[config.mk]
export PLATFORM = sky130hd
export DESIGN_NAME = sws_ctrl
export DESIGN_NICKNAME = d
export VERILOG_FILES = /design/src/rtl/core/sliding_window_statistics_unit_defines.svh /design/src/rtl/core/sws_pkg.sv /design/src/rtl/core/sws_ctrl.sv
export SDC_FILE = /design/constraint.sdc
export NUM_CORES = 1
export LEC_CHECK = 0
export ABC_AREA = 1
export BUFFER_PORTS_ARGS = -buffer_cell sky130_fd_sc_hd__buf_4
export CORE_AREA = 3 3 40 42
export CTS_CLUSTER_SIZE = 30
export DETAILED_ROUTE_END_ITERATION = 6
export DIE_AREA = 0 0 43 45
export PLACE_DENSITY = 0.77
export RECOVER_POWER = 100
export SYNTH_ARGS = -nofsm -noshare
export SYNTH_HDL_FRONTEND = slang
export SYNTH_SLANG_ARGS = --single-unit
[constraint.sdc]
create_clock -name clk -period 2 [get_ports clk]
set_input_delay 0.2 -clock clk [delete_from_list [all_inputs] [get_ports clk]]
set_output_delay 0.2 -clock clk [all_outputs]
set_load 0.05 [all_outputs]
[src/rtl/core/sliding_window_statistics_unit_defines.svh]
// Assertion macros for the sliding window statistics unit.
`ifndef SLIDING_WINDOW_STATISTICS_UNIT_DEFINES_SVH
`define SLIDING_WINDOW_STATISTICS_UNIT_DEFINES_SVH
`ifndef SYNTHESIS
`define SWS_ASSERT_IMPL(lbl, clk, rstn, ante, cons, msg) \
  lbl: assert property (@(posedge clk) disable iff (!(rstn)) (ante) |-> (cons)) \
    else $error(msg);
`define SWS_ASSERT_NEXT(lbl, clk, rstn, ante, cons, msg) \
  lbl: assert property (@(posedge clk) disable iff (!(rstn)) (ante) |=> (cons)) \
    else $error(msg);
`else
`define SWS_ASSERT_IMPL(lbl, clk, rstn, ante, cons, msg)
`define SWS_ASSERT_NEXT(lbl, clk, rstn, ante, cons, msg)
`endif
`endif

[src/rtl/core/sws_pkg.sv]
// Shared constants and controller/datapath interface types.
`default_nettype none
package sws_pkg;

  localparam int SAMPLE_BITS_DEF     = 12;
  localparam int MAX_WINDOW_LOG2_DEF = 12;

  localparam int SAMPLE_W    = 12;
  localparam int CFG_W       = 4;
  localparam int DCOUNT_W    = 13;
  localparam int RANGE_W     = 12;
  localparam int VAR_W       = 47;
  localparam int TOTAL_W     = 48;
  localparam int VAR_TOTAL_W = 63;

  localparam logic [CFG_W-1:0] CFG_RESET = 4'd4;

  typedef struct packed {
    logic stream_clr;
    logic clr_step;
    logic accept;
    logic enter;
    logic old_rd;
    logic old_wr;
    logic scan_start;
    logic scan_max;
    logic scan_run;
    logic mul;
    logic vcalc;
    logic load_out;
  } sws_cmd_t;

  typedef struct packed {
    logic clr_last;
    logic was_full;
    logic min_hit;
    logic max_hit;
    logic scan_done;
    logic produce;
    logic last;
    logic out_free;
  } sws_sts_t;

endpackage
`default_nettype wire

[src/rtl/core/sws_ctrl.sv]
// Sequencing state machine for the sliding window statistics unit.
`default_nettype none
module sws_ctrl (
  input  wire logic              clk,
  input  wire logic              rst_n,
  input  wire logic              in_valid,
  input  wire logic              cfg_we,
  input  wire sws_pkg::sws_sts_t sts,
  output sws_pkg::sws_cmd_t      cmd,
  output logic                   in_stall
);

  localparam logic [3:0] ST_CLEAR    = 4'd0;
  localparam logic [3:0] ST_IDLE     = 4'd1;
  localparam logic [3:0] ST_ENTER    = 4'd2;
  localparam logic [3:0] ST_OLD_RD   = 4'd3;
  localparam logic [3:0] ST_OLD_WR   = 4'd4;
  localparam logic [3:0] ST_MIN_SCAN = 4'd5;
  localparam logic [3:0] ST_MAX_SCAN = 4'd6;
  localparam logic [3:0] ST_MUL      = 4'd7;
  localparam logic [3:0] ST_VCALC    = 4'd8;
  localparam logic [3:0] ST_OUT      = 4'd9;

  logic [3:0] state_r, state_nxt;
  logic       max_pend_r, max_pend_nxt;

  always_ff @(posedge clk) begin
    if (!rst_n) begin
      state_r    <= ST_CLEAR;
      max_pend_r <= 1'b0;
    end else begin
      state_r    <= state_nxt;
      max_pend_r <= max_pend_nxt;
    end
  end

  always_comb begin
    cmd          = '0;
    state_nxt    = state_r;
    max_pend_nxt = max_pend_r;
    if (cfg_we) begin
      cmd.stream_clr = 1'b1;
      state_nxt      = ST_CLEAR;
    end else begin
      case (state_r)
        ST_CLEAR: begin
          cmd.clr_step = 1'b1;
          if (sts.clr_last) state_nxt = ST_IDLE;
        end
        ST_IDLE: begin
          if (in_valid) begin
            cmd.accept = 1'b1;
            state_nxt  = ST_ENTER;
          end
        end
        ST_ENTER: begin
          cmd.enter = 1'b1;
          state_nxt = sts.was_full ? ST_OLD_RD : ST_MUL;
        end
        ST_OLD_RD: begin
          cmd.old_rd = 1'b1;
          state_nxt  = ST_OLD_WR;
        end
        ST_OLD_WR: begin
          cmd.old_wr   = 1'b1;
          max_pend_nxt = sts.max_hit;
          if (sts.min_hit) begin
            cmd.scan_start = 1'b1;
            state_nxt      = ST_MIN_SCAN;
          end else if (sts.max_hit) begin
            cmd.scan_start = 1'b1;
            cmd.scan_max   = 1'b1;
            state_nxt      = ST_MAX_SCAN;
          end else begin
            state_nxt = ST_MUL;
          end
        end
        ST_MIN_SCAN: begin
          cmd.scan_run = 1'b1;
          if (sts.scan_done) begin
            if (max_pend_r) begin
              cmd.scan_start = 1'b1;
              cmd.scan_max   = 1'b1;
              state_nxt      = ST_MAX_SCAN;
            end else begin
              state_nxt = ST_MUL;
            end
          end
        end
        ST_MAX_SCAN: begin
          cmd.scan_run = 1'b1;
          if (sts.scan_done) state_nxt = ST_MUL;
        end
        ST_MUL: begin
          cmd.mul   = 1'b1;
          state_nxt = ST_VCALC;
        end
        ST_VCALC: begin
          cmd.vcalc = 1'b1;
          state_nxt = ST_OUT;
        end
        ST_OUT: begin
          if (!sts.produce) begin
            state_nxt = ST_IDLE;
          end else if (sts.out_free) begin
            cmd.load_out = 1'b1;
            if (sts.last) begin
              cmd.stream_clr = 1'b1;
              state_nxt      = ST_CLEAR;
            end else begin
              state_nxt = ST_IDLE;
            end
          end
        end
        default: state_nxt = ST_CLEAR;
      endcase
    end
  end

  assign in_stall = (state_r != ST_IDLE) || cfg_we;

endmodule
`default_nettype wire

[Word level (Yosys, flattened, before mapping)]
Cells that the tools add are included.
Widths: inputs -> output; s select.
Storage, ports and cells
  register bits after elaboration: 5
  latch bits: 0
  bits in writable memories: 0
  memory bits (read-only): 0
  input bits: 12
  output and inout bits: 13
  logic and storage cells: 61
  memories: 0
Operators by class
  $add $sub $neg: 0
  multiply operators: 0
  divide/modulo/power cells: 0
  magnitude comparators: 0
  eq/ne operators: 15
  shift-type cells: 0
  muxes and demuxes: 36
  bitwise operators: 2
  reduce and logical (&&, ||, !) cells: 6
Operator list (count)
  $pmux 4 s10: 1
  $mux 4: 7
  $mux 1: 22
  $eq 4x3->1 const B: 4
  $mux 11: 1
  $eq 4x2->1 const B: 2
  $eq 4x4->1 const B: 2
  $ne 2x2->1 const B: 4
  $mux 2: 3
  $reduce_and 5->1: 1
  $eq 4x1->1 const B: 1
  $logic_not 4->1: 1
  $ne 4x1->1 const B: 1
  $pmux 2 s2: 1
  $reduce_or 2->1: 2
  $mux 3: 1
  $ne 3x3->1 const B: 1
  $not 1->1: 2
  $reduce_and 2->1: 1
  $logic_or 1x1->1: 1

[Depth between registers and ports, before layout]
Gate-level depths: netlist of run 1.
  depth in word-level cells: 5
  gate-level depth with buffers: 9
  depth with buffers taken out: 9

[Least setup slack after synthesis of run 1]
No wires, ideal clock.
  path type: register to output
  start point: register state_r[0]
  end point: output port cmd[9] (netlist name)
  arrival: 1.855 ns
  required time: 1.800 ns
  path slack: -0.055 ns
  stages on the path, launching flop included: 5
  path buffers: 0
  cells stage by stage: dfxtp_1 > inv_2 > nor2_8 > nand3_1 > nor2_1
RTL lines
  start, declared: RTL line sws_ctrl.sv:24  | logic [3:0] state_r, state_nxt;
  start signal, assigned: RTL line sws_ctrl.sv:32  | state_r <= state_nxt;
  end, declared: RTL line sws_ctrl.sv:9  | output sws_pkg::sws_cmd_t cmd,

==> impl_metrics.json, run 1 <==
{
  "wire_per_inst_um": 11.3,
  "finalHoldViolations": 0,
  "fin_setup_tns_ps": 0,
  "total_power_uw": 340,
  "grt_pass1_vias": 686,
  "dpl_cell_area_sq_um": 723,
  "slew_viol_final": 0,
  "htreeDepth": 1,
  "routed_via_density": 4.97,
  "io_buffers": 24,
  "min_from": "rst_n",
  "hp-class": "input port to flip-flop",
  "r2r_end": "state_r[1]$_SDFFE_PP0P_",
  "syn_inst": 94,
  "cts_buffers": 3,
  "drive_above_1_share_pct": 34.2,
  "dieArea_sq_um": 1940,
  "gr-usage-all-layers_pct": 17.3,
  "synth_top_cell_area_share_pct": 18.6,
  "required_ps": 1800,
  "postLayoutCellArea_sq_um": 702,
  "ys_ff_latch": 5,
  "clk_pin_slew_ps": 40,
  "outcome": "completed",
  "reg2reg_depth": 8,
  "gr-usage-met2_pct": 32.6,
  "clockBufferDepth": 2,
  "synthArstFlopShare_pct": 0,
  "ys_types": 21,
  "startpoint": "state_r[1]$_SDFFE_PP0P_",
  "root_buffer": "clkbuf_4",
  "dp_hpwl_mm": 1.30,
  "maxCapViolations": 0,
  "holdPathEnd": "max_pend_r$_SDFFE_PN0P_",
  "synth_top_area_cell": "dfxtp_1",
  "antenna_found_initial": 0,
  "num_vias": 671,
  "worstSetupStartpointType": "flip-flop",
  "hold_depth": 3,
  "gr-total-overflow": 0,
  "grt_pass1_wl_mm": 2.52,
  "crit_type": "flip-flop to primary output",
  "power.density_nw_per_um2": 484,
  "grt_most_used_layer": "met2",
  "cts_resized": 0,
  "ys.warnings.count": 0,
  "r2r_slack_ps": 420,
  "synth_top_cells_by_count": "nand2_1 (17), nor2_1 (17), inv_1 (12)",
  "path_max_fanout": 8,
  "gr-usage-met3_pct": 3.98,
  "hold_slack_ps": 232,
  "syn_nets": 106,
  "clock_sinks": 5,
  "start_util_pct": 41.8,
  "max_slew_margin_pct": 69.8,
  "cts_tree": "yes",
  "die_w_um": 43,
  "synth.area.top_cells": "dfxtp_1 (19%), nand2_1 (12%), nor2_1 (12%)",
  "setup_viol": 0,
  "ir_drop_mv": 0.290,
  "clk_latency_ps": 240,
  "postCtsSetupBuffers": 0,
  "design.core.area_sq_um": 1280,
  "syn_area_sq_um": 537,
  "ys.flop_type": "dfxtp_1",
  "final.min_clock_period_ps": 1820,
  "drtPass1Iterations": 5,
  "synth-edff-count": 0,
  "cts_hold_buffers": 0,
  "drc": 0,
  "ios": 25,
  "fin_crit_sh_pct": 91.2,
  "drt_wl_total_mm": 1.53,
  "areaGrowthSynthToFinish_pct": 30.8,
  "cp-end-kind": "primary output",
  "synth-seq-area-share_pct": 18.6,
  "tightest_slew_ps": 453,
  "arrival_ps": 1620,
  "drtIter0Drc": 5,
  "post-route-util_pct": 54.6,
  "rows": 13,
  "max_freq_mhz": 548,
  "gp_congestion": 0.850,
  "antenna_cells": 0,
  "grt_use_met1_pct": 16.5,
  "nets": 133,
  "avgSynthCellArea_sq_um": 5.71,
  "grt_max_degree": 9,
  "r2r-start": "state_r[1]$_SDFFE_PP0P_",
  "rsz0062_at_grt": "no",
  "finClkSkew_ps": 3.13,
  "die_y_um": 45,
  "leakagePower_nw": 0.385,
  "antenna_left": 0
}
==> flip-flops by register name (all words and copies together), names as in the netlist <==
signal,flops
max_pend_r,1
state_r,4
==> metal layers <==
metal	up-vias	share of wire, %
met4	0	3.4
met3	8	7.7
met5	-	0
met1	280	39
met2	37	50
li1	346	-
==> through the flow <==
stage / worst slack [ps] / instances
4_1_cts: 186 / 135
6_report: 175 / 135
3_3_place_gp: 536 / 131
2_1_floorplan: 93.4 / 94
5_1_grt: 52.1 / 135
3_5_place_dp: 449 / 131
==> cells by family (layout without fill, tap and decap cells) <==
group | count (synthesis) | after routing | share of synthesized area, %
buffers and inverters | 22 | 48 | 17.0
AOI/OAI and AO/OA | 10 | 10 | 10.7
DFF | 5 | 5 | 18.6
and+or+nand+nor | 57 | 57 | 53.6
==> how the worst max path moves through the flow <==
stage	end
after floorplan	cmd[10]
after global placement	cmd[5]
after detailed placement	cmd[5]
after CTS	cmd[5]
after global routing	cmd[3]
final	cmd[4]
==> placed cells by master (no fill, tap or decap) <==
cell type   instances
nor2_1             18
nand2_1            17
inv_1              12
nand3_1            12
buf_4              12
clkbuf_2           11
inv_2               7
dfxtp_1             5
o21ai_1             4
clkbuf_4            4
nor2_2              3
nand4_1             3
nor3_1              2
a21oi_1             2
nor2_4              1
clkinvlp_2          1
nor2_8              1
o21ai_0             1
a21oi_2             1
a211oi_1            1
a31oi_1             1
clkbuf_1            1
==> where the power goes <==
group	total [mW]	switching, mW	internal [mW]	leakage [nW]
combinational	0.109	0.0712	0.0380	0.329
sequential	0.111	0.00795	0.103	0.0406
clock	0.119	0.0434	0.0756	0.0150
total	0.340	0.122	0.217	0.385
==> worst max-delay path, cell delays in order, from the launching register on <==
cell	delay [ps]
dfxtp_1	440
nor2_4	210
inv_2	80
nor2_2	100
nand2_1	120
o21ai_1	150
clkbuf_2	280
==> area by class of cell <==
type / count / area (sq um)
fillers: 155 / 583
multi-input cells: 67 / 328
repair buffers: 24 / 153
flip-flops and latches: 5 / 100
inverters: 20 / 76.3
clock buffers: 4 / 26.3
well taps: 15 / 18.8
(Power assumes the default switching activity.)
==> run 2: changes to the inputs <==
Settings changed: ABC_AREA 1 to not set, PLACE_DENSITY 0.77 to 0.74.
==> run 2 against run 1 <==
  * Synthesized cell count decreased by 20%
  * Clock skew increased by 1.6 ps
  * Register-to-register slack about the same
  * First-iteration DRC count increased to 2.8 times the previous value
  * Routed wire length decreased by 3.3%
  * Largest power group unchanged
  * Critical endpoint is now cmd[10]
  * Non-clock buffer count increased by 2
  * Worst setup slack got worse by 79 ps
==> impl_metrics.json, run 2 <==
{
  "ir_drop_mv": 0.233,
  "max_slew_margin_pct": 73.5,
  "fin_crit_sh_pct": 95.2,
  "grt_pass1_vias": 564,
  "rows": 13,
  "root_buffer": "clkbuf_4",
  "ios": 25,
  "postLayoutCellArea_sq_um": 722,
  "routed_via_density": 5.40,
  "drtPass1Iterations": 4,
  "nets": 114,
  "cts_buffers": 3,
  "ys.flop_type": "dfxtp_1",
  "antenna_cells": 0,
  "io_buffers": 24,
  "syn_nets": 87,
  "gr-usage-all-layers_pct": 16.2,
  "ys.warnings.count": 0,
  "layout_common_cells": "nor2_1 (13), buf_4 (13), nand2b_1 (7)",
  "synth.area.top_cells": "dfxtp_1 (20%), nor2_1 (9.6%), nand2b_1 (8.6%)",
  "required_ps": 1800,
  "ys_ff_latch": 5,
  "die_y_um": 45,
  "maxCapViolations": 0,
  "finalHoldViolations": 0,
  "dieArea_sq_um": 1940,
  "n_fill_cell": 144,
  "grt_max_degree": 18,
  "dpl_cell_area_sq_um": 719,
  "drc": 0,
  "finClkSkew_ps": 4.73,
  "tightest_slew_ps": 396,
  "clk_latency_ps": 250,
  "antenna_left": 0,
  "ys_types": 32,
  "cp-end-kind": "primary output",
  "synth_top_cell_area_share_pct": 19.7,
  "clock_sinks": 5,
  "wire_per_inst_um": 12.7,
  "path_max_fanout": 17,
  "worstSetupStartpointType": "flip-flop",
  "hp-class": "input port to flip-flop",
  "htreeDepth": 1,
  "drtIter0Drc": 14,
  "areaGrowthSynthToFinish_pct": 42.1,
  "syn_inst": 75,
  "p_seq_share_pct": 31.1,
  "postCtsSetupBuffers": 0,
  "synthArstFlopShare_pct": 0,
  "synth-edff-count": 0,
  "cts_tree": "yes",
  "p_clk_share_pct": 35.2,
  "die_w_um": 43,
  "combPwrFrac_pct": 33.7,
  "arrival_ps": 1700,
  "regMostFlops": "state_r",
  "setup_viol": 0,
  "start_util_pct": 39.5,
  "final.min_clock_period_ps": 1900,
  "gp_congestion": 0.802,
  "leakagePower_nw": 0.307,
  "synth_top_cells_by_count": "nor2_1 (13), nand2b_1 (7), dfxtp_1 (5), nand2_1 (5)",
  "outcome": "completed",
  "top_regs": "state_r x4, max_pend_r x1",
  "fin_setup_tns_ps": 0,
  "clockBufferDepth": 2,
  "yosysMostFrequentCell": "nor2_1",
  "drt_wl_total_mm": 1.48,
  "avgSynthCellArea_sq_um": 6.77,
  "hold_slack_ps": 207,
  "gr-total-overflow": 0,
  "largest_register_ffs": 4,
  "netSwitchingFraction_pct": 34.8,
  "grt_pass1_wl_mm": 2.36,
  "max_freq_mhz": 525,
  "cts_hold_buffers": 0,
  "internal_power_uw": 225,
  "crit_type": "flip-flop to primary output",
  "num_vias": 626,
  "design.core.area_sq_um": 1280,
  "synth_top_area_cell": "dfxtp_1",
  "p_switching_uw": 120,
  "drive_above_1_share_pct": 41.6,
  "synth-seq-area-share_pct": 19.7,
  "power.density_nw_per_um2": 478,
  "slew_viol_final": 0,
  "syn_area_sq_um": 508,
  "dp_hpwl_mm": 1.08,
  "antenna_found_initial": 0,
  "clk_pin_slew_ps": 40
}
-- run 2: cell count changes after synthesis, sizes merged, moves of 2 or more --
cell / previous run / this run
nand2: 17 / 5
nor2: 23 / 15
o22ai: 0 / 3
or3: 0 / 3
nand2b: 0 / 7
nand4: 3 / 0
a32oi: 0 / 2
nor3: 2 / 4
nand3: 12 / 1
inv: 19 / 5
-- run 2: power groups by stage --
stage / clock, mW / sequential (mW) / combinational [mW]
finish: 0.122 / 0.107 / 0.116
CTS: 0.125 / 0.107 / 0.120
global route: 0.127 / 0.107 / 0.126
floorplan: 0 / 0.106 / 0.0840
detailed placement: 0 / 0.109 / 0.120
global placement: 0 / 0.109 / 0.119
-- run 2: final timing paths --
| check | startpoint | end | slack [ps] | cells past startpoint |
|---|---|---|---|---|
| worst min-delay path | rst_n | max_pend_r$_SDFFE_PN0P_ | 210 | 2 |
| worst max register to register | state_r[0]$_SDFFE_PP0P_ | state_r[0]$_SDFFE_PP0P_ | 410 | 5 |
| worst max-delay path | state_r[0]$_SDFFE_PP0P_ | cmd[10] | 100 | 4 |
| worst min register to register | max_pend_r$_SDFFE_PN0P_ | max_pend_r$_SDFFE_PN0P_ | 490 | 2 |
-- run 2: layout make-up --
class                           count  area [sq um]  share of cell area [%]
Clock buffer                        4          26.3                    3.64
Multi-Input combinational cell     61           390                    54.1
Tap cell                           15          18.8                    2.60
Inverter                            5          21.3                    2.95
Sequential cell                     5           100                    13.9
Timing Repair Buffer               26           165                    22.9
-- run 2: cells by family (layout without fill, tap and decap cells) --
group,count (synthesis),count (layout),share of synthesized area (%)
muxes,1,1,2.22
and+or+nand+nor,41,41,43.8
xor gates and xnor gates,1,1,1.72
buffers and inverters,9,35,8.87
DFF,5,5,19.7
AOI/OAI and AO/OA,18,18,23.6
-- run 2: layer usage --
metal	share of wire, %	vias to the layer above	routed length (um)	global-route usage [%]
li1	-	317	-	-
met1	46	277	680	21.6
met2	43	27	639	25.1
met3	7.9	5	116	1.20
met4	2.7	0	40	10.8
met5	0	-	0	0
-- run 2: through the flow --
step           power (mW)  instances  setup slack (ps)  utilization (%)
3_5_place_dp        0.229        112               356             56.0
5_1_grt             0.360        116             -5.26             56.2
6_report            0.345        116              96.2             56.2
4_1_cts             0.353        116              89.1             58.0
2_1_floorplan       0.190         75              94.3                -
3_3_place_gp        0.228        112               388             56.0
-- run 2: worst max-delay path, stage by stage, from the launching register on --
cell	delay [ps]
dfxtp_1	320
clkbuf_2	270
or3_1	460
nor3_2	120
buf_2	280
-- run 2: timing repair --
item / 4_1_cts / 5_1_grt
setup endpoints to repair: 0 / 2
resized for setup: 0 / 1
hold endpoints to repair: 0 / 0
==> run 3: changes to the inputs <==
Settings changed: REMOVE_ABC_BUFFERS set to 1.
==> run 3 against run 2 <==
  * Clock-buffer cell count is the same
  * Flip-flop and latch count unchanged
  * Global-route usage shrank 0.54 points
  * Clock skew down 3.7 ps
  * Combinational power about the same
  * Hold slack better by 18 ps
  * Sequential power hardly changed
  * Core utilization is 0.68 points higher
  * Cell count unchanged
  * Via count down 2.9%
  * Maximum frequency is 0.55% lower
==> impl_metrics.json, run 3 (synthesized netlist as in run 2, its figures left out) <==
{
  "outcome": "completed",
  "leakagePower_nw": 0.309,
  "layout_common_cells": "buf_4 (26), nor2_1 (13), nand2b_1 (7)",
  "dp_hpwl_mm": 1.06,
  "tightest_slew_ps": 379,
  "htreeDepth": 1,
  "routed_via_density": 5.24,
  "cts_tree": "yes",
  "antenna_left": 0,
  "path_max_fanout": 10,
  "gr-usage-all-layers_pct": 15.7,
  "r2r_end": "state_r[0]$_SDFFE_PP0P_",
  "postCtsSetupBuffers": 0,
  "die_y_um": 45,
  "drtPass1Iterations": 4,
  "nets": 114,
  "rows": 13,
  "drtIter0Drc": 3,
  "postLayoutCellArea_sq_um": 731,
  "clock_sinks": 5,
  "max_freq_mhz": 522,
  "arrival_ps": 1710,
  "total_power_uw": 338,
  "internal_power_uw": 228,
  "power.density_nw_per_um2": 462,
  "wire_per_inst_um": 11.9,
  "final.min_clock_period_ps": 1910,
  "setup_viol": 0,
  "areaGrowthSynthToFinish_pct": 43.8,
  "root_buffer": "clkbuf_4",
  "finClkSkew_ps": 1.04,
  "regMostFlops": "state_r",
  "dpl_worst_slack_ps": 368,
  "gp_congestion": 0.782,
  "cts_buffers": 3,
  "start_util_pct": 39.5,
  "combPwrFrac_pct": 34.9,
  "grt_pass1_vias": 549,
  "antenna_found_initial": 0,
  "cp-end-kind": "primary output",
  "r2r_slack_ps": 540,
  "design.core.area_sq_um": 1280,
  "largest_register_ffs": 4,
  "r2r-start": "state_r[0]$_SDFFE_PP0P_",
  "drive_above_1_share_pct": 37.6,
  "required_ps": 1800,
  "ir_drop_mv": 0.303,
  "slew_viol_final": 0,
  "clockBufferDepth": 2,
  "clk_pin_slew_ps": 40,
  "finalHoldViolations": 0,
  "grt_max_degree": 18,
  "p_clk_share_pct": 33.3,
  "crit_type": "flip-flop to primary output",
  "worstSetupStartpointType": "flip-flop",
  "rsz0062_at_grt": "no",
  "maxCapViolations": 0,
  "drt_wl_total_mm": 1.38,
  "max_slew_margin_pct": 74.7,
  "num_vias": 608,
  "netSwitchingFraction_pct": 32.4,
  "cts_hold_buffers": 0,
  "drc": 0,
  "dieArea_sq_um": 1940,
  "fin_crit_sh_pct": 95.7,
  "grt_pass1_wl_mm": 2.26,
  "fin_ws_ps": 85.7,
  "ios": 25,
  "gr-total-overflow": 0,
  "top_regs": "state_r x4, max_pend_r x1",
  "holdPathEnd": "max_pend_r$_SDFFE_PN0P_",
  "p_seq_share_pct": 31.8,
  "clk_latency_ps": 240,
  "p_switching_uw": 109,
  "hp-class": "input port to flip-flop",
  "hold_depth": 2,
  "reg2reg_depth": 5,
  "io_buffers": 24,
  "fin_setup_tns_ps": 0,
  "mostFrequentLayoutCell": "buf_4",
  "antenna_cells": 0,
  "die_w_um": 43,
  "dpl_cell_area_sq_um": 698,
  "min_from": "rst_n"
}
## run 3: worst max path at each step
stage,start,to,depth (start not counted)
finish,state_r[2]$_SDFFE_PP0P_,cmd[5],3
global route,state_r[2]$_SDFFE_PP0P_,cmd[9],4
CTS,state_r[1]$_SDFFE_PP0P_,cmd[0],5
detailed placement,state_r[1]$_SDFFE_PP0P_,cmd[0],5
global placement,state_r[2]$_SDFFE_PP0P_,cmd[5],3
floorplan,state_r[0]$_SDFFE_PP0P_,cmd[3],2
## run 3: critical path, stage by stage, from the launching register on
cell      delay (ps)
dfxtp_1          510
or4b_4           540
a211oi_1         190
buf_4            230
## run 3: per-stage QoR
step / util, % / hold slack, ps / instances
floorplan: - / 335 / 71
global placement: 54.3 / 456 / 112
detailed placement: 54.3 / 478 / 112
CTS: 56.4 / 227 / 116
global route: 56.9 / 220 / 116
finish: 56.9 / 226 / 116
## run 3: final cells by class
| class | instances | area [sq um] |
|---|---|---|
| Fill cell | 140 | 554 |
| Multi-Input combinational cell | 61 | 369 |
| Timing Repair Buffer | 26 | 195 |
| Tap cell | 15 | 18.8 |
| Inverter | 5 | 21.3 |
| Clock buffer | 4 | 26.3 |
| Sequential cell | 5 | 100 |
## run 3: power groups by stage
stage | Clock (mW) | Combinational, mW | Sequential (mW)
6_report | 0.112 | 0.118 | 0.108
5_1_grt | 0.129 | 0.128 | 0.108
4_1_cts | 0.117 | 0.117 | 0.108
3_5_place_dp | 0 | 0.117 | 0.109
3_3_place_gp | 0 | 0.115 | 0.109
2_1_floorplan | 0 | 0.0661 | 0.115
## run 3: timing repair
item,in CTS,in global routing
gates resized for setup,0,1
endpoints found under the setup margin,0,1
hold endpoints to repair,0,0
## run 3: metal layers
metal / share of wire (%) / global-route usage (%)
met1: 46 / 19.3
met2: 45 / 25.1
met3: 7.7 / 4.78
met4: 0.87 / 7.23
met5: 0 / 0
